## src/sv/tbb_pkg.sv

```systemverilog
`default_nettype none

package tbb_pkg;

  localparam int DATA_W         = 32;
  localparam int FRAC_BITS      = 16;
  localparam int COORD_BITS_DEF = 32;
  // Sum of three floored products and one entry stays below 2^49.
  localparam int SUM_W          = 50;
  // Quotient bits kept by the divider; anything larger saturates.
  localparam int Q_BITS         = 33;
  localparam int OVF_SHIFT      = Q_BITS - FRAC_BITS;
  localparam int NUM_REGS       = 6;
  localparam int IDX_W          = 3;
  localparam int NUM_ENTRIES    = 16;
  localparam int QUEUE_DEPTH    = 2;

  localparam logic [IDX_W-1:0] REG_MIN_X = 3'd0;
  localparam logic [IDX_W-1:0] REG_MIN_Y = 3'd1;
  localparam logic [IDX_W-1:0] REG_MIN_Z = 3'd2;
  localparam logic [IDX_W-1:0] REG_MAX_X = 3'd3;
  localparam logic [IDX_W-1:0] REG_MAX_Y = 3'd4;
  localparam logic [IDX_W-1:0] REG_MAX_Z = 3'd5;

  localparam logic       OP_COLUMN = 1'b0;
  localparam logic       OP_BASE   = 1'b1;
  localparam logic [1:0] LAST_COL  = 2'd3;

  // One queued job: column-major matrix, entry index is {column, row}.
  typedef struct packed {
    logic                                op;
    logic                                restart;
    logic                                last;
    logic [NUM_ENTRIES-1:0][DATA_W-1:0]  m;
  } job_t;

endpackage

`default_nettype wire

```

## src/sv/tbb_queue.sv

```systemverilog
`default_nettype none

module tbb_queue (
  input  logic           clk,
  input  logic           rst,
  input  logic           push,
  input  tbb_pkg::job_t  push_job,
  output logic           full,
  input  logic           pop,
  output tbb_pkg::job_t  pop_job,
  output logic           empty
);

  localparam int PTR_W = $clog2(tbb_pkg::QUEUE_DEPTH);
  localparam int CNT_W = $clog2(tbb_pkg::QUEUE_DEPTH + 1);

  tbb_pkg::job_t     slots [tbb_pkg::QUEUE_DEPTH];
  logic [PTR_W-1:0]  wptr;
  logic [PTR_W-1:0]  rptr;
  logic [CNT_W-1:0]  count;

  assign full    = (count == CNT_W'(tbb_pkg::QUEUE_DEPTH));
  assign empty   = (count == '0);
  assign pop_job = slots[rptr];

  always_ff @(posedge clk) begin
    if (push) begin
      slots[wptr] <= push_job;
    end
  end

  always_ff @(posedge clk) begin
    if (rst) begin
      wptr  <= '0;
      rptr  <= '0;
      count <= '0;
    end else begin
      if (push) begin
        wptr <= (wptr == PTR_W'(tbb_pkg::QUEUE_DEPTH - 1)) ? '0 : wptr + 1'b1;
      end
      if (pop) begin
        rptr <= (rptr == PTR_W'(tbb_pkg::QUEUE_DEPTH - 1)) ? '0 : rptr + 1'b1;
      end
      if (push && !pop) begin
        count <= count + 1'b1;
      end else if (pop && !push) begin
        count <= count - 1'b1;
      end
    end
  end

endmodule

`default_nettype wire

```

## config.mk

```make
export PLATFORM = sky130hd
export DESIGN_NAME = tbb_queue
export DESIGN_NICKNAME = d
export VERILOG_FILES = /design/src/sv/tbb_pkg.sv /design/src/sv/tbb_queue.sv
export SDC_FILE = /design/constraint.sdc
export NUM_CORES = 1
export LEC_CHECK = 0
export BUFFER_PORTS_ARGS = -buffer_cell sky130_fd_sc_hd__buf_2
export CAP_MARGIN = 20
export CORE_AREA = 10 10 390 392
export CTS_CLUSTER_DIAMETER = 100
export DETAILED_ROUTE_END_ITERATION = 8
export DIE_AREA = 0 0 400 402
export GPL_ROUTABILITY_DRIVEN = 0
export HOLD_SLACK_MARGIN = 0.15
export PLACE_DENSITY = 0.48
export SYNTH_ARGS = -nofsm -noshare
export SYNTH_HDL_FRONTEND = slang
export SYNTH_SLANG_ARGS = --single-unit
```

## constraint.sdc

```tcl
create_clock -name clk -period 50.7 [get_ports clk]
set_clock_uncertainty 0.05 [all_clocks]
set_input_delay 2.535 -clock clk [delete_from_list [all_inputs] [get_ports clk]]
set_output_delay 2.535 -clock clk [all_outputs]
set_load 0.05 [all_outputs]
```

==> reports/metrics.cfg <==
[setup_path]
crit_path_end_kind = output port
r2r_cells = 5
worstSetupEndpoint = pop_job[431]
r2r_slack_ns = 45.63
r2r_end = slots[1][391]
startpoint_type = register
crit_path_frequent_cell = buf_4
max_stage_delay_ns = 0.88
path_cells = buf_4, buf_4, buf_4, buf_4, mux2_4, buf_2
crit_slowest_cell = buf_4
r2r_start = wptr
crit_arrival_ns = 5.42
critPathMaxFanout = 57
critPathRequiredTime_ns = 48.11
worstSetupPathType = register to output port

[placed_design]
portBuffers = 1035
placed_cell_area_sq_um = 46100
dpl.hpwl_mm = 83.4
dp_cells = 4542

[global_route]
grt_pass1_wl_mm = 153
grt_max_degree = 147
grt_usage = 0.132
grt_pass1_vias = 20400
antenna_found_initial = 85
overflow = 0

[timing]
worstMarginPinSlew_ns = 1.03
slew_headroom = 0.311
period_needed_ns = 8.00
min_period_over_period = 0.158
finalSetupTns_ns = 0
rsz0062_at_grt = no
slew_viol_final = 0
hold_slack_ns = 0.466
finalHoldViolations = 0
setup_viol = 0
fmax_mhz = 125

[drt]
post_drt_via_cell_ratio = 4.10
wl_mm = 113
firstDrtPassIters = 5
route.detailed.drc = 0
drt-initial-drc-count = 1044
ant_nets = 0
wl_per_cell_microns = 23.6
num_vias = 19600

[pwr]
power.total_mw = 2.17
p_per_area_nw_per_um2 = 43.6
irDropWorstVdd_v = 0.0000288
power_leakage_nw = 18.9

[yosys]
syn_nets = 2144
synth_cell_types = 17
ys_ff_latch = 1035
yosysSeqAreaShare = 0.800
yosysWarnings = 0
avgSynthCellArea_sq_um = 23.9
syn_inst = 1624
netlist_area_sq_um = 38800

[final_layout]
layoutNonFillerInstCount = 4776
nets = 3259
final_area_sq_um = 49700
multi_input_area_sq_um = 7220
fillers = 14000
register_area_sq_um = 31000
area_growth_pct = 28.0
layout-drive-gt1-share = 0.610

[floorplan]
dieArea_sq_um = 161000
core_sq_um = 145000
ios = 1036
rows = 140
die_x_microns = 400
die_y_microns = 402
initial_utilization = 0.268

[cts]
cts_setup_buffers = 0
cts_buffer_depth = 3
clock-sinks = 1035
ctsHtreeMaxLevel = 3
cts_resized = 0
path_clk_slew_ns = 0.06
clock-root-buffer = clkbuf_16
clk_latency_ns = 0.72
hold_buffers = 0
tritoncts = built
numCtsBuffers = 112

[outcome]
outcome = finished clean

[worst_hold_path]
hold_class = register to register

[run]
max_cap_violations = 0

==> sequential cells by signal, summed over array words and instances, names as in the netlist, named ones only <==
name	count
slots	1030
count	2
rptr	1
wptr	1
==> layout by cell type, fill, tap and decap left out <==
cell type   count
buf_4          19
mux2_2        165
mux2_4        350
clkinv_2       19
buf_12          3
inv_1           1
a21oi_1         1
nor2_1          5
diode_2        32
buf_16          1
inv_8           2
xnor2_1         2
clkinv_1       28
o21ai_0         1
nor2b_1         1
dfxtp_1         4
nor2b_4         1
bufinv_16       6
ha_1            1
and2_4          1
dfxtp_4         1
clkbuf_16     113
or3_1           1
clkinv_8        2
clkinvlp_4      1
buf_2        1035
xor2_1          2
clkbuf_1       25
edfxtp_1     1030
clkinv_16       4
inv_6           1
clkinv_4        1
==> synthesized netlist by cell type (all sizes together) <==
cell,count,share of area
nor2,5,0.00048
or3,1,0.00016
and2,1,0.00016
a21oi,1,0.00013
o21ai,1,0.00013
dfxtp,5,0.0026
buf,57,0.014
inv,1,0.000097
mux2,515,0.18
ha,1,0.00032
xnor2,2,0.00045
xor2,2,0.00045
nor2b,2,0.00032
edfxtp,1030,0.80
==> worst min path at each step <==
stage	from	endpoint	slack, ns	cells after the start
floorplan	count[1]	count[1]	0.41	2
global placement	count[1]	count[1]	0.44	2
detailed placement	count[1]	count[1]	0.45	2
CTS	count[1]	count[1]	0.46	2
global route	count[1]	count[1]	0.50	2
finish	count[1]	count[1]	0.47	2
==> through the flow <==
step           setup slack, ns  utilization
2_1_floorplan            24.57            -
3_3_place_gp             43.31        0.319
3_5_place_dp             43.32        0.319
4_1_cts                  42.51        0.343
5_1_grt                  42.32        0.343
6_report                 42.70        0.344
==> layout make-up <==
cell class              instances  area share
flip-flops and latches       1035       0.625
multi-input cells             531       0.145
repair buffers               1058       0.109
clock buffers                 138      0.0588
well taps                    1917      0.0483
clock inverters                64      0.0117
diodes                         32     0.00161
inverters                       1   0.0000756
==> worst max-delay path: cells and delay by family, from the launching register on <==
family	cells	cell delay (ns)
buf+inv	5	3.37
flops	1	0.70
mux	1	0.37
==> kinds of logic after synthesis <==
| kind of cell | count (synthesis) | synth area share |
|---|---|---|
| AOI/OAI and AO/OA | 2 | 0.000258 |
| xor gates and xnor gates | 4 | 0.000904 |
| adders and majority gates | 1 | 0.000323 |
| buffers and inverters | 58 | 0.0138 |
| DFF | 1035 | 0.800 |
| muxes | 515 | 0.183 |
| and+or+nand+nor | 9 | 0.00113 |
==> metal layers <==
layer	GRT usage	part of all wire	vias up
met2	0.228	0.50	763
met4	0.0413	0.029	66
li1	-	-	8792
met1	0.140	0.36	9698
met3	0.0627	0.10	253
met5	0	0.0036	-
==> power breakdown <==
part	internal [mW]	total (mW)	switching, mW
logic	0.111	0.382	0.271
registers	1.00	1.01	0.0132
clock network	0.440	0.770	0.329
(Power assumes the default switching activity.)
