<file path="src/sv/tbb_pkg.sv">
`default_nettype none

package tbb_pkg;

  localparam int DATA_W         = 32;
  localparam int FRAC_BITS      = 16;
  localparam int COORD_BITS_DEF = 32;
  // Sum of three floored products and one entry stays below 2^49.
  localparam int SUM_W          = 50;
  // Quotient bits kept by the divider; anything larger saturates.
  localparam int Q_BITS         = 33;
  localparam int OVF_SHIFT      = Q_BITS - FRAC_BITS;
  localparam int NUM_REGS       = 6;
  localparam int IDX_W          = 3;
  localparam int NUM_ENTRIES    = 16;
  localparam int QUEUE_DEPTH    = 2;

  localparam logic [IDX_W-1:0] REG_MIN_X = 3'd0;
  localparam logic [IDX_W-1:0] REG_MIN_Y = 3'd1;
  localparam logic [IDX_W-1:0] REG_MIN_Z = 3'd2;
  localparam logic [IDX_W-1:0] REG_MAX_X = 3'd3;
  localparam logic [IDX_W-1:0] REG_MAX_Y = 3'd4;
  localparam logic [IDX_W-1:0] REG_MAX_Z = 3'd5;

  localparam logic       OP_COLUMN = 1'b0;
  localparam logic       OP_BASE   = 1'b1;
  localparam logic [1:0] LAST_COL  = 2'd3;

  // One queued job: column-major matrix, entry index is {column, row}.
  typedef struct packed {
    logic                                op;
    logic                                restart;
    logic                                last;
    logic [NUM_ENTRIES-1:0][DATA_W-1:0]  m;
  } job_t;

endpackage

`default_nettype wire

</file>
<file path="src/sv/tbb_in_if.sv">
`default_nettype none

interface tbb_in_if;
  logic                                valid;
  logic                                ready;
  logic                                opcode;
  logic [1:0]                          column;
  logic signed [tbb_pkg::DATA_W-1:0]   entry_row0;
  logic signed [tbb_pkg::DATA_W-1:0]   entry_row1;
  logic signed [tbb_pkg::DATA_W-1:0]   entry_row2;
  logic signed [tbb_pkg::DATA_W-1:0]   entry_row3;
  logic                                restart;

  modport source (output valid, opcode, column, entry_row0, entry_row1, entry_row2,
                  entry_row3, restart, input ready);
  modport sink (input valid, opcode, column, entry_row0, entry_row1, entry_row2,
                entry_row3, restart, output ready);
endinterface

`default_nettype wire

</file>
<file path="src/sv/tbb_front.sv">
`default_nettype none

module tbb_front (
  input  logic           clk,
  tbb_in_if.sink         in_ch,
  input  logic           full,
  output logic           push,
  output tbb_pkg::job_t  push_job
);

  logic [11:0][tbb_pkg::DATA_W-1:0] held;
  logic [3:0][tbb_pkg::DATA_W-1:0]  entries;
  logic                             accept;

  assign in_ch.ready = !full;
  assign accept      = in_ch.valid && in_ch.ready;
  assign entries     = {in_ch.entry_row3, in_ch.entry_row2, in_ch.entry_row1,
                        in_ch.entry_row0};

  // Columns 0..2 are held here; base includes, column 3 and restarts go into the queue.
  assign push = accept && ((in_ch.opcode == tbb_pkg::OP_BASE) ||
                           (in_ch.column == tbb_pkg::LAST_COL) || in_ch.restart);

  always_ff @(posedge clk) begin
    if (accept && (in_ch.opcode == tbb_pkg::OP_COLUMN) &&
        (in_ch.column != tbb_pkg::LAST_COL)) begin
      for (int r = 0; r < 4; r++) begin
        held[{in_ch.column, 2'(r)}] <= entries[r];
      end
    end
  end

  always_comb begin
    push_job.op      = in_ch.opcode;
    push_job.restart = in_ch.restart;
    push_job.last    = (in_ch.column == tbb_pkg::LAST_COL);
    for (int i = 0; i < 12; i++) begin
      push_job.m[i] = held[i];
    end
    for (int r = 0; r < 4; r++) begin
      push_job.m[12 + r] = entries[r];
    end
  end

endmodule

`default_nettype wire

</file>
<file path="src/flat_wrapper.sv">
// flat-port wrapper written by rule: the top's interface ports become plain ports
module tbb_front_flat 
  (clk, full, push, push_job, in_ch_valid, in_ch_opcode, in_ch_column, in_ch_entry_row0, in_ch_entry_row1, in_ch_entry_row2, in_ch_entry_row3, in_ch_restart, in_ch_ready);
  tbb_in_if in_ch_i ();
  input  logic clk;
  input  logic full;
  output logic push;
  output tbb_pkg::job_t push_job;
  input wire logic [$bits(in_ch_i.valid)-1:0] in_ch_valid;
  input wire logic [$bits(in_ch_i.opcode)-1:0] in_ch_opcode;
  input wire logic [$bits(in_ch_i.column)-1:0] in_ch_column;
  input wire logic [$bits(in_ch_i.entry_row0)-1:0] in_ch_entry_row0;
  input wire logic [$bits(in_ch_i.entry_row1)-1:0] in_ch_entry_row1;
  input wire logic [$bits(in_ch_i.entry_row2)-1:0] in_ch_entry_row2;
  input wire logic [$bits(in_ch_i.entry_row3)-1:0] in_ch_entry_row3;
  input wire logic [$bits(in_ch_i.restart)-1:0] in_ch_restart;
  output wire logic [$bits(in_ch_i.ready)-1:0] in_ch_ready;
  assign in_ch_i.valid = in_ch_valid;
  assign in_ch_i.opcode = in_ch_opcode;
  assign in_ch_i.column = in_ch_column;
  assign in_ch_i.entry_row0 = in_ch_entry_row0;
  assign in_ch_i.entry_row1 = in_ch_entry_row1;
  assign in_ch_i.entry_row2 = in_ch_entry_row2;
  assign in_ch_i.entry_row3 = in_ch_entry_row3;
  assign in_ch_i.restart = in_ch_restart;
  assign in_ch_ready = in_ch_i.ready;
  tbb_front u_core (.clk(clk), .in_ch(in_ch_i), .full(full), .push(push), .push_job(push_job));
endmodule
</file>
<file path="config.mk">
export PLATFORM = sky130hd
export DESIGN_NAME = tbb_front_flat
export DESIGN_NICKNAME = d
export VERILOG_FILES = /design/src/sv/tbb_pkg.sv /design/src/sv/tbb_in_if.sv /design/src/sv/tbb_front.sv /design/src/flat_wrapper.sv
export SDC_FILE = /design/constraint.sdc
export NUM_CORES = 1
export LEC_CHECK = 0
export BUFFER_PORTS_ARGS = -buffer_cell sky130_fd_sc_hd__buf_4
export CAP_MARGIN = 20
export CORE_AREA = 2 2 255 257
export DETAILED_ROUTE_END_ITERATION = 16
export DIE_AREA = 0 0 257 259
export HOLD_SLACK_MARGIN = 0.06
export PLACE_DENSITY = 0.41
export SYNTH_ARGS = -nofsm -noshare
export SYNTH_HDL_FRONTEND = slang
export SYNTH_SLANG_ARGS = --single-unit
export TNS_END_PERCENT = 100
</file>
<file path="constraint.sdc">
create_clock -name clk -period 8.95 [get_ports clk]
set_clock_uncertainty 0.05 [all_clocks]
set_input_delay 1.3425 -clock clk [delete_from_list [all_inputs] [get_ports clk]]
set_output_delay 1.3425 -clock clk [all_outputs]
set_load 0.02 [all_outputs]
</file>
==> flow_results.xml, run 1 <==
<?xml version="1.0" encoding="UTF-8"?>
<metrics>
  <group name="status">
    <metric name="run_status" unit="">completed</metric>
  </group>
  <group name="floorplanning">
    <metric name="core.rowCount" unit="">93</metric>
    <metric name="core_area" unit="um^2">63900</metric>
    <metric name="floorplan.die.width" unit="um">257</metric>
    <metric name="floorplan.initialDensity" unit="%">20.8</metric>
    <metric name="ioPinCount" unit="">652</metric>
    <metric name="design.die.area" unit="um^2">66600</metric>
    <metric name="die_y" unit="um">259</metric>
  </group>
  <group name="synth">
    <metric name="synthesis.nets" unit="">763</metric>
    <metric name="yosysWarnings" unit="">0</metric>
    <metric name="synth_area_leaders" unit="">sky130_fd_sc_hd__edfxtp_1 (87%), sky130_fd_sc_hd__buf_4 (7.4%), sky130_fd_sc_hd__and2_1 (4.1%)</metric>
    <metric name="synth_area_per_cell" unit="um^2">21.1</metric>
    <metric name="seq_area_frac_synth" unit="%">86.9</metric>
    <metric name="synth.cell_area" unit="um^2">13300</metric>
    <metric name="number_of_cells_produced_by_synthesis" unit="">628</metric>
    <metric name="synth_cell_type_count" unit="">13</metric>
    <metric name="netlist.area_leader.share" unit="%">86.9</metric>
    <metric name="yosys.area.top_type" unit="">sky130_fd_sc_hd__edfxtp_1</metric>
    <metric name="synth_seq_cells" unit="">384</metric>
  </group>
  <group name="worst_setup_path">
    <metric name="worstPathMaxFanout" unit="">4</metric>
    <metric name="timing.critical_path.from_type" unit="">primary input</metric>
    <metric name="critical_path_class" unit="">in2out</metric>
    <metric name="category_of_the_worst_setup_path_capture_point" unit="">primary output</metric>
    <metric name="worst_ep_required_time" unit="ns">7.56</metric>
    <metric name="arrival_time_at_the_worst_endpoint" unit="ns">2.21</metric>
  </group>
  <group name="global_route">
    <metric name="grt_overflow_total" unit="">0</metric>
    <metric name="grt_max_degree" unit="">64</metric>
    <metric name="grtUsageTotal" unit="%">11.5</metric>
    <metric name="grt_pass1_vias" unit="">7471</metric>
    <metric name="grt_first_pass_wirelength" unit="mm">55.6</metric>
    <metric name="antenna_found_initial" unit="">0</metric>
  </group>
  <group name="min_path">
    <metric name="whs_path_depth" unit="">1</metric>
    <metric name="hold-path-endpoint" unit="">u_core.push_job[209]</metric>
    <metric name="hold_path_class" unit="">in2reg</metric>
    <metric name="min-delay-start" unit="">in_ch_entry_row2[17]</metric>
  </group>
  <group name="clocking">
    <metric name="cts_buffer_depth" unit="">3</metric>
    <metric name="cts_buf_count" unit="">44</metric>
    <metric name="post_cts_resized" unit="">0</metric>
    <metric name="deepest_level_of_the_cts_h_tree" unit="">2</metric>
    <metric name="post-cts-setup-buffer-count" unit="">0</metric>
    <metric name="clock_sinks" unit="">384</metric>
    <metric name="cts_tree" unit="">done</metric>
    <metric name="clk_root_buffer_cell" unit="">sky130_fd_sc_hd__clkbuf_16</metric>
    <metric name="cts.clk_slew.worst_paths" unit="ns">0.06</metric>
    <metric name="postCtsHoldBufs" unit="">0</metric>
  </group>
  <group name="timing">
    <metric name="setup_total_negative_slack" unit="ns">0</metric>
    <metric name="setup_ws" unit="ns">5.35</metric>
    <metric name="number_of_max_slew_violations_in_the_final_report" unit="">0</metric>
    <metric name="post-route-min-period" unit="ns">3.60</metric>
    <metric name="timing.fmax" unit="MHz">278</metric>
    <metric name="setup_repair_after_global_routing_missed_its_margin" unit="">no</metric>
    <metric name="finalCritPeriodShare" unit="%">40.2</metric>
    <metric name="worst_pin_slew" unit="ns">1.02</metric>
    <metric name="maxSlewHeadroom" unit="%">32.3</metric>
    <metric name="setup_violations" unit="">0</metric>
    <metric name="final_hold_vios" unit="">0</metric>
  </group>
  <group name="routing">
    <metric name="routed_wl" unit="mm">40.5</metric>
    <metric name="routed-via-count" unit="">7396</metric>
    <metric name="initialDrtViolationCount" unit="">336</metric>
    <metric name="via_per_inst" unit="">3.55</metric>
    <metric name="detailedRoute.firstPassIterationCount" unit="">4</metric>
    <metric name="drcViolationCount" unit="">0</metric>
    <metric name="antenna_violating_nets_post_route" unit="">0</metric>
    <metric name="detail_route.wl_per_cell" unit="um">19.5</metric>
  </group>
  <group name="pwr">
    <metric name="ir_worst_vdd" unit="mV">0.115</metric>
    <metric name="power_density" unit="nW/um^2">209</metric>
    <metric name="p_leak" unit="nW">7.47</metric>
  </group>
  <group name="placed_design">
    <metric name="finalWeightedCongestion" unit="">0.799</metric>
    <metric name="place_hpwl" unit="mm">29.0</metric>
    <metric name="post_dp_cell_area" unit="um^2">18300</metric>
    <metric name="place_worst_setup_slack" unit="ns">5.09</metric>
    <metric name="io_buffers" unit="">651</metric>
  </group>
  <group name="finish">
    <metric name="multi_input_area" unit="um^2">713</metric>
    <metric name="num-nets-final" unit="">1329</metric>
    <metric name="final_cell_area" unit="um^2">19700</metric>
    <metric name="final_common_cell" unit="">sky130_fd_sc_hd__buf_4</metric>
    <metric name="mostFrequentLayoutCells" unit="">sky130_fd_sc_hd__buf_4 (659), sky130_fd_sc_hd__edfxtp_1 (384), sky130_fd_sc_hd__and2_1 (87)</metric>
    <metric name="share_of_final_layout_standard_cells_stronger_than_drive_strength_1" unit="%">60.8</metric>
    <metric name="syn2layout_area_growth" unit="%">48.5</metric>
    <metric name="largest_reg_flops" unit="">384</metric>
    <metric name="diodes" unit="">0</metric>
    <metric name="seqCellArea" unit="um^2">11500</metric>
    <metric name="fill_cells" unit="">6331</metric>
  </group>
  <group name="job">
    <metric name="maxCapViolations" unit="">0</metric>
  </group>
</metrics>
stage by stage:
stage / util (%) / hold WS (ns) / power, W / std cells
floorplan: - / 1.39 / 0.00222 / 628
global route: 30.8 / 0.898 / 0.00427 / 2082
global placement: 28.6 / 1.50 / 0.00237 / 2003
CTS: 30.8 / 0.887 / 0.00420 / 2082
detailed placement: 28.6 / 1.50 / 0.00237 / 2003
finish: 30.8 / 0.941 / 0.00412 / 2082
worst max-delay path by stage:
stage          cells after the start       startpoint                    to  slack, ns
4_1_cts                            4  in_ch_column[1]                  push       5.34
3_3_place_gp                       5  in_ch_column[1]  u_core.push_job[323]       5.09
5_1_grt                            4  in_ch_column[1]                  push       5.34
3_5_place_dp                       5  in_ch_column[1]  u_core.push_job[351]       5.09
6_report                           4  in_ch_column[1]                  push       5.35
2_1_floorplan                      2  in_ch_column[1]  u_core.push_job[128]       4.98
synth_stat cells:
cell type and instances:
sky130_fd_sc_hd__buf_6 3, sky130_fd_sc_hd__o311a_1 1, sky130_fd_sc_hd__inv_1 1, sky130_fd_sc_hd__and2b_4 1, sky130_fd_sc_hd__nor2b_4 1, sky130_fd_sc_hd__buf_2 3
sky130_fd_sc_hd__and4bb_2 3, sky130_fd_sc_hd__buf_4 130, sky130_fd_sc_hd__edfxtp_1 384, sky130_fd_sc_hd__and2_2 10, sky130_fd_sc_hd__clkbuf_2 3, sky130_fd_sc_hd__and2_1 87
sky130_fd_sc_hd__nor2_2 1
area by class of cell:
type,instances,area share (%)
clock buffer,50,5.81
tap,855,5.43
timing repair buffer,659,25.1
inverter,1,0.0190
clock inverter,29,1.50
multi-input combinational,104,3.62
sequential,384,58.5
layer usage:
| metal | part of all wire [%] | wire length, um | GRT usage [%] |
|---|---|---|---|
| met1 | 37 | 15100 | 12.8 |
| met2 | 52 | 21000 | 20.2 |
| met3 | 9.1 | 3700 | 4.73 |
| met4 | 1.7 | 709 | 2.87 |
| met5 | 0 | 0 | 0 |
worst max-delay path, stage by stage:
cell and delay [ns]:
sky130_fd_sc_hd__buf_4 0.13, sky130_fd_sc_hd__and2_2 0.22, sky130_fd_sc_hd__o311a_1 0.34, sky130_fd_sc_hd__buf_4 0.18
logic make-up after synthesis:
| logic type | Yosys count | synth area share, % |
|---|---|---|
| and+or+nand+nor | 103 | 5.18 |
| AOI/OAI and AO/OA | 1 | 0.0754 |
| DFF | 384 | 86.9 |
| buffers and inverters | 140 | 7.86 |
where the power goes:
part / leakage (nW) / internal (W) / total, W / switching, W
logic: 3.45 / 0.000125 / 0.000302 / 0.000176
registers: 3.32 / 0.00201 / 0.00202 / 0.00000895
clock network: 0.705 / 0.00107 / 0.00180 / 0.000731
(Power assumes the default switching activity.)
==> inputs of run 2 (changes only) <==
Clock period 8.95 ns to 3.5 ns, I/O delays scaled along.
==> run 2 against run 1 <==
Effect of this change:
- first-iteration DRC count fell by 7.7%
- largest power group unchanged
- final area rose by 0.44%
- power rose by 150%
- global-route usage rose by 0.47 points
- final cell count rose by 0.43%
- die area did not move
- worst setup slack got worse by 3.8 ns
- hold slack got worse by 0.82 ns
- non-clock buffer count rose by 12
- utilization rose by 0.14 points
- via count rose by 0.87%
- count of clock-buffer cells in the layout rose by 9
==> flow_results.xml, run 2 (same netlist as run 1, synthesis figures left out) <==
<?xml version="1.0" encoding="UTF-8"?>
<metrics>
  <group name="worst_setup_path">
    <metric name="worstPathMaxFanout" unit="">4</metric>
    <metric name="arrival_time_at_the_worst_endpoint" unit="ns">1.37</metric>
    <metric name="critical_path_class" unit="">in2out</metric>
    <metric name="category_of_the_worst_setup_path_capture_point" unit="">primary output</metric>
    <metric name="timing.critical_path.from_type" unit="">primary input</metric>
    <metric name="worst_ep_required_time" unit="ns">2.92</metric>
  </group>
  <group name="clocking">
    <metric name="deepest_level_of_the_cts_h_tree" unit="">2</metric>
    <metric name="clk_root_buffer_cell" unit="">sky130_fd_sc_hd__clkbuf_16</metric>
    <metric name="cts_buffer_depth" unit="">3</metric>
    <metric name="cts_tree" unit="">done</metric>
    <metric name="post-cts-setup-buffer-count" unit="">0</metric>
    <metric name="cts_buf_count" unit="">44</metric>
    <metric name="post_cts_resized" unit="">0</metric>
    <metric name="cts.clk_slew.worst_paths" unit="ns">0.06</metric>
    <metric name="postCtsHoldBufs" unit="">0</metric>
    <metric name="clock_sinks" unit="">384</metric>
  </group>
  <group name="timing">
    <metric name="finalCritPeriodShare" unit="%">55.7</metric>
    <metric name="setup_violations" unit="">0</metric>
    <metric name="final_hold_vios" unit="">0</metric>
    <metric name="setup_repair_after_global_routing_missed_its_margin" unit="">no</metric>
    <metric name="worst_pin_slew" unit="ns">0.685</metric>
    <metric name="post-route-min-period" unit="ns">1.95</metric>
    <metric name="setup_ws" unit="ns">1.55</metric>
    <metric name="timing.fmax" unit="MHz">513</metric>
    <metric name="number_of_max_slew_violations_in_the_final_report" unit="">0</metric>
    <metric name="maxSlewHeadroom" unit="%">54.3</metric>
    <metric name="setup_total_negative_slack" unit="ns">0</metric>
  </group>
  <group name="min_path">
    <metric name="min-delay-start" unit="">in_ch_entry_row0[4]</metric>
    <metric name="hold-path-endpoint" unit="">u_core.push_job[132]</metric>
    <metric name="whs_path_depth" unit="">1</metric>
    <metric name="hold_path_class" unit="">in2reg</metric>
  </group>
  <group name="floorplanning">
    <metric name="floorplan.die.width" unit="um">257</metric>
    <metric name="design.die.area" unit="um^2">66600</metric>
    <metric name="core_area" unit="um^2">63900</metric>
    <metric name="ioPinCount" unit="">652</metric>
    <metric name="core.rowCount" unit="">93</metric>
    <metric name="die_y" unit="um">259</metric>
    <metric name="floorplan.initialDensity" unit="%">20.8</metric>
  </group>
  <group name="routing">
    <metric name="via_per_inst" unit="">3.57</metric>
    <metric name="antenna_violating_nets_post_route" unit="">0</metric>
    <metric name="drcViolationCount" unit="">0</metric>
    <metric name="routed-via-count" unit="">7460</metric>
    <metric name="detail_route.wl_per_cell" unit="um">20.1</metric>
    <metric name="initialDrtViolationCount" unit="">310</metric>
    <metric name="detailedRoute.firstPassIterationCount" unit="">4</metric>
    <metric name="routed_wl" unit="mm">42.1</metric>
  </group>
  <group name="finish">
    <metric name="fill_cells" unit="">6376</metric>
    <metric name="mostFrequentLayoutCells" unit="">sky130_fd_sc_hd__buf_4 (663), sky130_fd_sc_hd__edfxtp_1 (384), sky130_fd_sc_hd__and2_1 (87)</metric>
    <metric name="num-nets-final" unit="">1341</metric>
    <metric name="syn2layout_area_growth" unit="%">49.1</metric>
    <metric name="share_of_final_layout_standard_cells_stronger_than_drive_strength_1" unit="%">60.0</metric>
    <metric name="largest_reg_flops" unit="">384</metric>
    <metric name="final_common_cell" unit="">sky130_fd_sc_hd__buf_4</metric>
  </group>
  <group name="global_route">
    <metric name="grt_pass1_vias" unit="">7607</metric>
    <metric name="grtUsageTotal" unit="%">11.9</metric>
    <metric name="grt_overflow_total" unit="">0</metric>
    <metric name="grt_first_pass_wirelength" unit="mm">57.8</metric>
    <metric name="antenna_found_initial" unit="">0</metric>
    <metric name="grt_max_degree" unit="">41</metric>
  </group>
  <group name="pwr">
    <metric name="p_seq_share" unit="%">50.3</metric>
    <metric name="p_int" unit="W">0.00802</metric>
    <metric name="portion_of_total_power_attributed_to_combinational_logic" unit="%">7.6</metric>
    <metric name="ir_worst_vdd" unit="mV">0.298</metric>
    <metric name="p_leak" unit="nW">7.50</metric>
    <metric name="p_sw_share" unit="%">22.1</metric>
    <metric name="power.switching" unit="W">0.00227</metric>
    <metric name="portion_of_total_power_attributed_to_the_clock_network" unit="%">42.0</metric>
    <metric name="power_density" unit="nW/um^2">520</metric>
  </group>
  <group name="placed_design">
    <metric name="io_buffers" unit="">651</metric>
    <metric name="finalWeightedCongestion" unit="">0.798</metric>
    <metric name="place_worst_setup_slack" unit="ns">1.15</metric>
    <metric name="place_hpwl" unit="mm">30.9</metric>
  </group>
  <group name="job">
    <metric name="maxCapViolations" unit="">0</metric>
  </group>
  <group name="status">
    <metric name="run_status" unit="">completed</metric>
  </group>
</metrics>
## run 2: power by group through the flow
stage | clock, W | combinational (W) | sequential (W)
global placement | 0 | 0.000804 | 0.00527
floorplan | 0 | 0.000285 | 0.00538
finish | 0.00433 | 0.000786 | 0.00518
global route | 0.00467 | 0.000833 | 0.00518
detailed placement | 0 | 0.000806 | 0.00527
CTS | 0.00450 | 0.000806 | 0.00518
## run 2: cell type report
class                           instances  area (um^2)  share of cell area (%)
Tap cell                              855         1070                    5.40
Clock buffer                           59         1200                    6.06
Multi-Input combinational cell        104          713                    3.60
Inverter                                1         3.75                  0.0190
Sequential cell                       384        11500                    58.3
Antenna cell                            1         2.50                  0.0126
Timing Repair Buffer                  671         5140                    26.0
Clock inverter                         16          135                   0.683
## run 2: worst max-delay path by stage
stage | startpoint | end | slack, ns | cells past startpoint
after detailed placement | in_ch_column[1] | u_core.push_job[360] | 1.15 | 4
after global placement | in_ch_column[1] | u_core.push_job[149] | 1.17 | 4
after floorplan | in_ch_column[1] | u_core.push_job[128] | 0.35 | 2
final | in_ch_column[1] | push | 1.55 | 4
after CTS | in_ch_column[1] | push | 1.53 | 4
after global routing | in_ch_column[1] | push | 1.53 | 4
## run 2: metrics by stage
| stage | hold slack [ns] | std cells | total power (W) | cell area, um^2 | utilization, % |
|---|---|---|---|---|---|
| 2_1_floorplan | 0.574 | 628 | 0.00567 | 13300 | - |
| 3_3_place_gp | 0.681 | 2015 | 0.00608 | 18500 | 28.9 |
| 3_5_place_dp | 0.682 | 2015 | 0.00608 | 18500 | 28.9 |
| 4_1_cts | 0.0765 | 2090 | 0.0105 | 19800 | 31.0 |
| 5_1_grt | 0.0848 | 2090 | 0.0107 | 19800 | 31.0 |
| 6_report | 0.122 | 2091 | 0.0103 | 19800 | 31.0 |
## run 2: critical path: stages
cell	delay (ns)
sky130_fd_sc_hd__buf_4	0.14
sky130_fd_sc_hd__and2_2	0.19
sky130_fd_sc_hd__o311a_1	0.34
sky130_fd_sc_hd__buf_4	0.18
## run 2: metal layers
layer / wire [um] / track usage [%]
met1: 15900 / 13.4
met2: 22100 / 21.5
met3: 3360 / 4.20
met4: 740 / 3.00
met5: 0 / 0
==> inputs of run 3 (changes only) <==
Clock period 3.5 ns to 2 ns, I/O delays scaled along.
==> run 3 against run 2 <==
Effect of this change:
- global-route usage decreased by 0.35 points
- via count increased by 6.9%
- first-iteration DRC count increased by 5.2%
- utilization increased by 2.0 points
- hold slack improved by 0.14 ns
- non-clock buffer count increased by 131
- final area increased by 6.5%
- worst setup slack got worse by 1.1 ns
- critical endpoint is now push_job[112]
- highest routed layer unchanged
==> flow_results.xml, run 3 (same netlist as run 1, synthesis figures left out) <==
<?xml version="1.0" encoding="UTF-8"?>
<metrics>
  <group name="routing">
    <metric name="routed_wl" unit="mm">41.1</metric>
    <metric name="detail_route.wl_per_cell" unit="um">18.5</metric>
    <metric name="routed-via-count" unit="">7976</metric>
    <metric name="detailedRoute.firstPassIterationCount" unit="">4</metric>
    <metric name="initialDrtViolationCount" unit="">326</metric>
    <metric name="antenna_violating_nets_post_route" unit="">0</metric>
    <metric name="drcViolationCount" unit="">0</metric>
    <metric name="via_per_inst" unit="">3.60</metric>
  </group>
  <group name="clocking">
    <metric name="cts_tree" unit="">done</metric>
    <metric name="post_cts_resized" unit="">0</metric>
    <metric name="deepest_level_of_the_cts_h_tree" unit="">2</metric>
    <metric name="cts.clk_slew.worst_paths" unit="ns">0.06</metric>
    <metric name="clk_root_buffer_cell" unit="">sky130_fd_sc_hd__clkbuf_16</metric>
    <metric name="cts_buf_count" unit="">43</metric>
    <metric name="cts_buffer_depth" unit="">3</metric>
    <metric name="clock_sinks" unit="">384</metric>
  </group>
  <group name="timing">
    <metric name="finalCritPeriodShare" unit="%">77.3</metric>
    <metric name="post-route-min-period" unit="ns">1.55</metric>
    <metric name="final_hold_vios" unit="">0</metric>
    <metric name="setup_repair_after_global_routing_missed_its_margin" unit="">no</metric>
    <metric name="setup_violations" unit="">0</metric>
    <metric name="maxSlewHeadroom" unit="%">68.4</metric>
    <metric name="number_of_max_slew_violations_in_the_final_report" unit="">0</metric>
    <metric name="timing.fmax" unit="MHz">647</metric>
    <metric name="worst_pin_slew" unit="ns">0.474</metric>
    <metric name="setup_ws" unit="ns">0.454</metric>
    <metric name="final.hold.worst_slack" unit="ns">0.259</metric>
  </group>
  <group name="worst_setup_path">
    <metric name="worstPathMaxFanout" unit="">1</metric>
    <metric name="worst_ep_required_time" unit="ns">1.65</metric>
    <metric name="slowest_cp_cell" unit="">sky130_fd_sc_hd__edfxtp_1</metric>
    <metric name="timing.critical_path.from_type" unit="">register</metric>
    <metric name="category_of_the_worst_setup_path_capture_point" unit="">primary output</metric>
    <metric name="cp_slowest_stage_delay" unit="ns">0.45</metric>
    <metric name="arrival_time_at_the_worst_endpoint" unit="ns">1.20</metric>
    <metric name="critical_path_class" unit="">reg2out</metric>
    <metric name="worstPathCellList" unit="">buf_4</metric>
    <metric name="critical_path.n_buffers_inverters" unit="">1</metric>
    <metric name="timing.critical_path.max_delay_family" unit="">flip-flops</metric>
  </group>
  <group name="min_path">
    <metric name="min-delay-start" unit="">full</metric>
    <metric name="hold_path_class" unit="">in2reg</metric>
    <metric name="whs_path_depth" unit="">2</metric>
    <metric name="hold-path-endpoint" unit="">u_core.push_job[353]</metric>
  </group>
  <group name="pwr">
    <metric name="report.power.total" unit="W">0.0180</metric>
    <metric name="p_seq_share" unit="%">50.4</metric>
    <metric name="power.switching" unit="W">0.00387</metric>
    <metric name="p_leak" unit="nW">8.04</metric>
    <metric name="ir_worst_vdd" unit="mV">0.512</metric>
    <metric name="p_sw_share" unit="%">21.6</metric>
    <metric name="p_int" unit="W">0.0141</metric>
    <metric name="portion_of_total_power_attributed_to_the_clock_network" unit="%">40.8</metric>
    <metric name="portion_of_total_power_attributed_to_combinational_logic" unit="%">8.8</metric>
    <metric name="power_density" unit="nW/um^2">853</metric>
  </group>
  <group name="finish">
    <metric name="share_of_final_layout_standard_cells_stronger_than_drive_strength_1" unit="%">54.5</metric>
    <metric name="seqCellArea" unit="um^2">11500</metric>
    <metric name="final_common_cell" unit="">sky130_fd_sc_hd__buf_4</metric>
    <metric name="multi_input_area" unit="um^2">713</metric>
    <metric name="syn2layout_area_growth" unit="%">58.8</metric>
    <metric name="num-nets-final" unit="">1471</metric>
    <metric name="mostFrequentLayoutCells" unit="">sky130_fd_sc_hd__buf_4 (664), sky130_fd_sc_hd__edfxtp_1 (384), sky130_fd_sc_hd__dlygate4sd3_1 (128)</metric>
    <metric name="fill_cells" unit="">6248</metric>
    <metric name="final_cell_area" unit="um^2">21100</metric>
    <metric name="diodes" unit="">0</metric>
    <metric name="largest_reg_flops" unit="">384</metric>
  </group>
  <group name="floorplanning">
    <metric name="floorplan.initialDensity" unit="%">20.8</metric>
    <metric name="ioPinCount" unit="">652</metric>
    <metric name="core.rowCount" unit="">93</metric>
    <metric name="die_y" unit="um">259</metric>
    <metric name="floorplan.die.width" unit="um">257</metric>
    <metric name="core_area" unit="um^2">63900</metric>
    <metric name="design.die.area" unit="um^2">66600</metric>
  </group>
  <group name="global_route">
    <metric name="antenna_found_initial" unit="">0</metric>
    <metric name="grt_first_pass_wirelength" unit="mm">57.1</metric>
    <metric name="grt_overflow_total" unit="">0</metric>
    <metric name="grtUsageTotal" unit="%">11.6</metric>
    <metric name="grt_pass1_vias" unit="">8189</metric>
    <metric name="grt_max_degree" unit="">66</metric>
  </group>
  <group name="job">
    <metric name="maxCapViolations" unit="">0</metric>
  </group>
  <group name="status">
    <metric name="run_status" unit="">completed</metric>
  </group>
  <group name="placed_design">
    <metric name="io_buffers" unit="">651</metric>
    <metric name="post_dp_cell_area" unit="um^2">18500</metric>
    <metric name="place_hpwl" unit="mm">29.4</metric>
    <metric name="place_worst_setup_slack" unit="ns">0.206</metric>
    <metric name="finalWeightedCongestion" unit="">0.753</metric>
  </group>
</metrics>
## run 3: how the worst max path moves through the flow
stage | startpoint | to | slack, ns | cells after the start
3_3_place_gp | in_ch_column[1] | u_core.push_job[133] | 0.21 | 4
4_1_cts | u_core.push_job[112] | push_job[112] | 0.41 | 1
5_1_grt | u_core.push_job[240] | push_job[240] | 0.41 | 1
3_5_place_dp | in_ch_column[1] | u_core.push_job[155] | 0.21 | 4
2_1_floorplan | in_ch_column[1] | u_core.push_job[128] | -0.23 | 2
6_report | u_core.push_job[112] | push_job[112] | 0.45 | 1
## run 3: routing by layer
metal | vias up | track usage (%) | wire, um
li1 | 3598 | - | -
met1 | 3946 | 12.3 | 14900
met2 | 368 | 21.5 | 22000
met3 | 64 | 3.88 | 3100
met4 | 0 | 3.62 | 1020
met5 | - | 0 | 0
## run 3: timing repair
action	in CTS	in global routing
endpoints found under the hold margin	384	0
endpoints found under the setup margin	0	0
hold buffers	128	0
setup buffers	0	0
## run 3: area by class of cell
class,count,area share (%)
Clock buffer,57,5.56
Clock inverter,13,0.546
Inverter,1,0.0178
Multi-Input combinational cell,104,3.38
Sequential cell,384,54.7
Tap cell,855,5.08
Timing Repair Buffer,802,30.7
## run 3: power groups by stage
stage / Combinational (W) / Clock, W / Sequential [W]
global route: 0.00166 / 0.00793 / 0.00907
global placement: 0.00140 / 0 / 0.00923
floorplan: 0.000501 / 0 / 0.00942
finish: 0.00157 / 0.00733 / 0.00906
detailed placement: 0.00140 / 0 / 0.00922
CTS: 0.00160 / 0.00763 / 0.00906
## run 3: stage by stage
step	cells	util (%)	TNS (ns)
6_report	2216	33.0	0
3_5_place_dp	2018	29.0	0
3_3_place_gp	2018	29.0	0
4_1_cts	2216	33.0	0
2_1_floorplan	628	-	-56.64
5_1_grt	2216	33.0	0
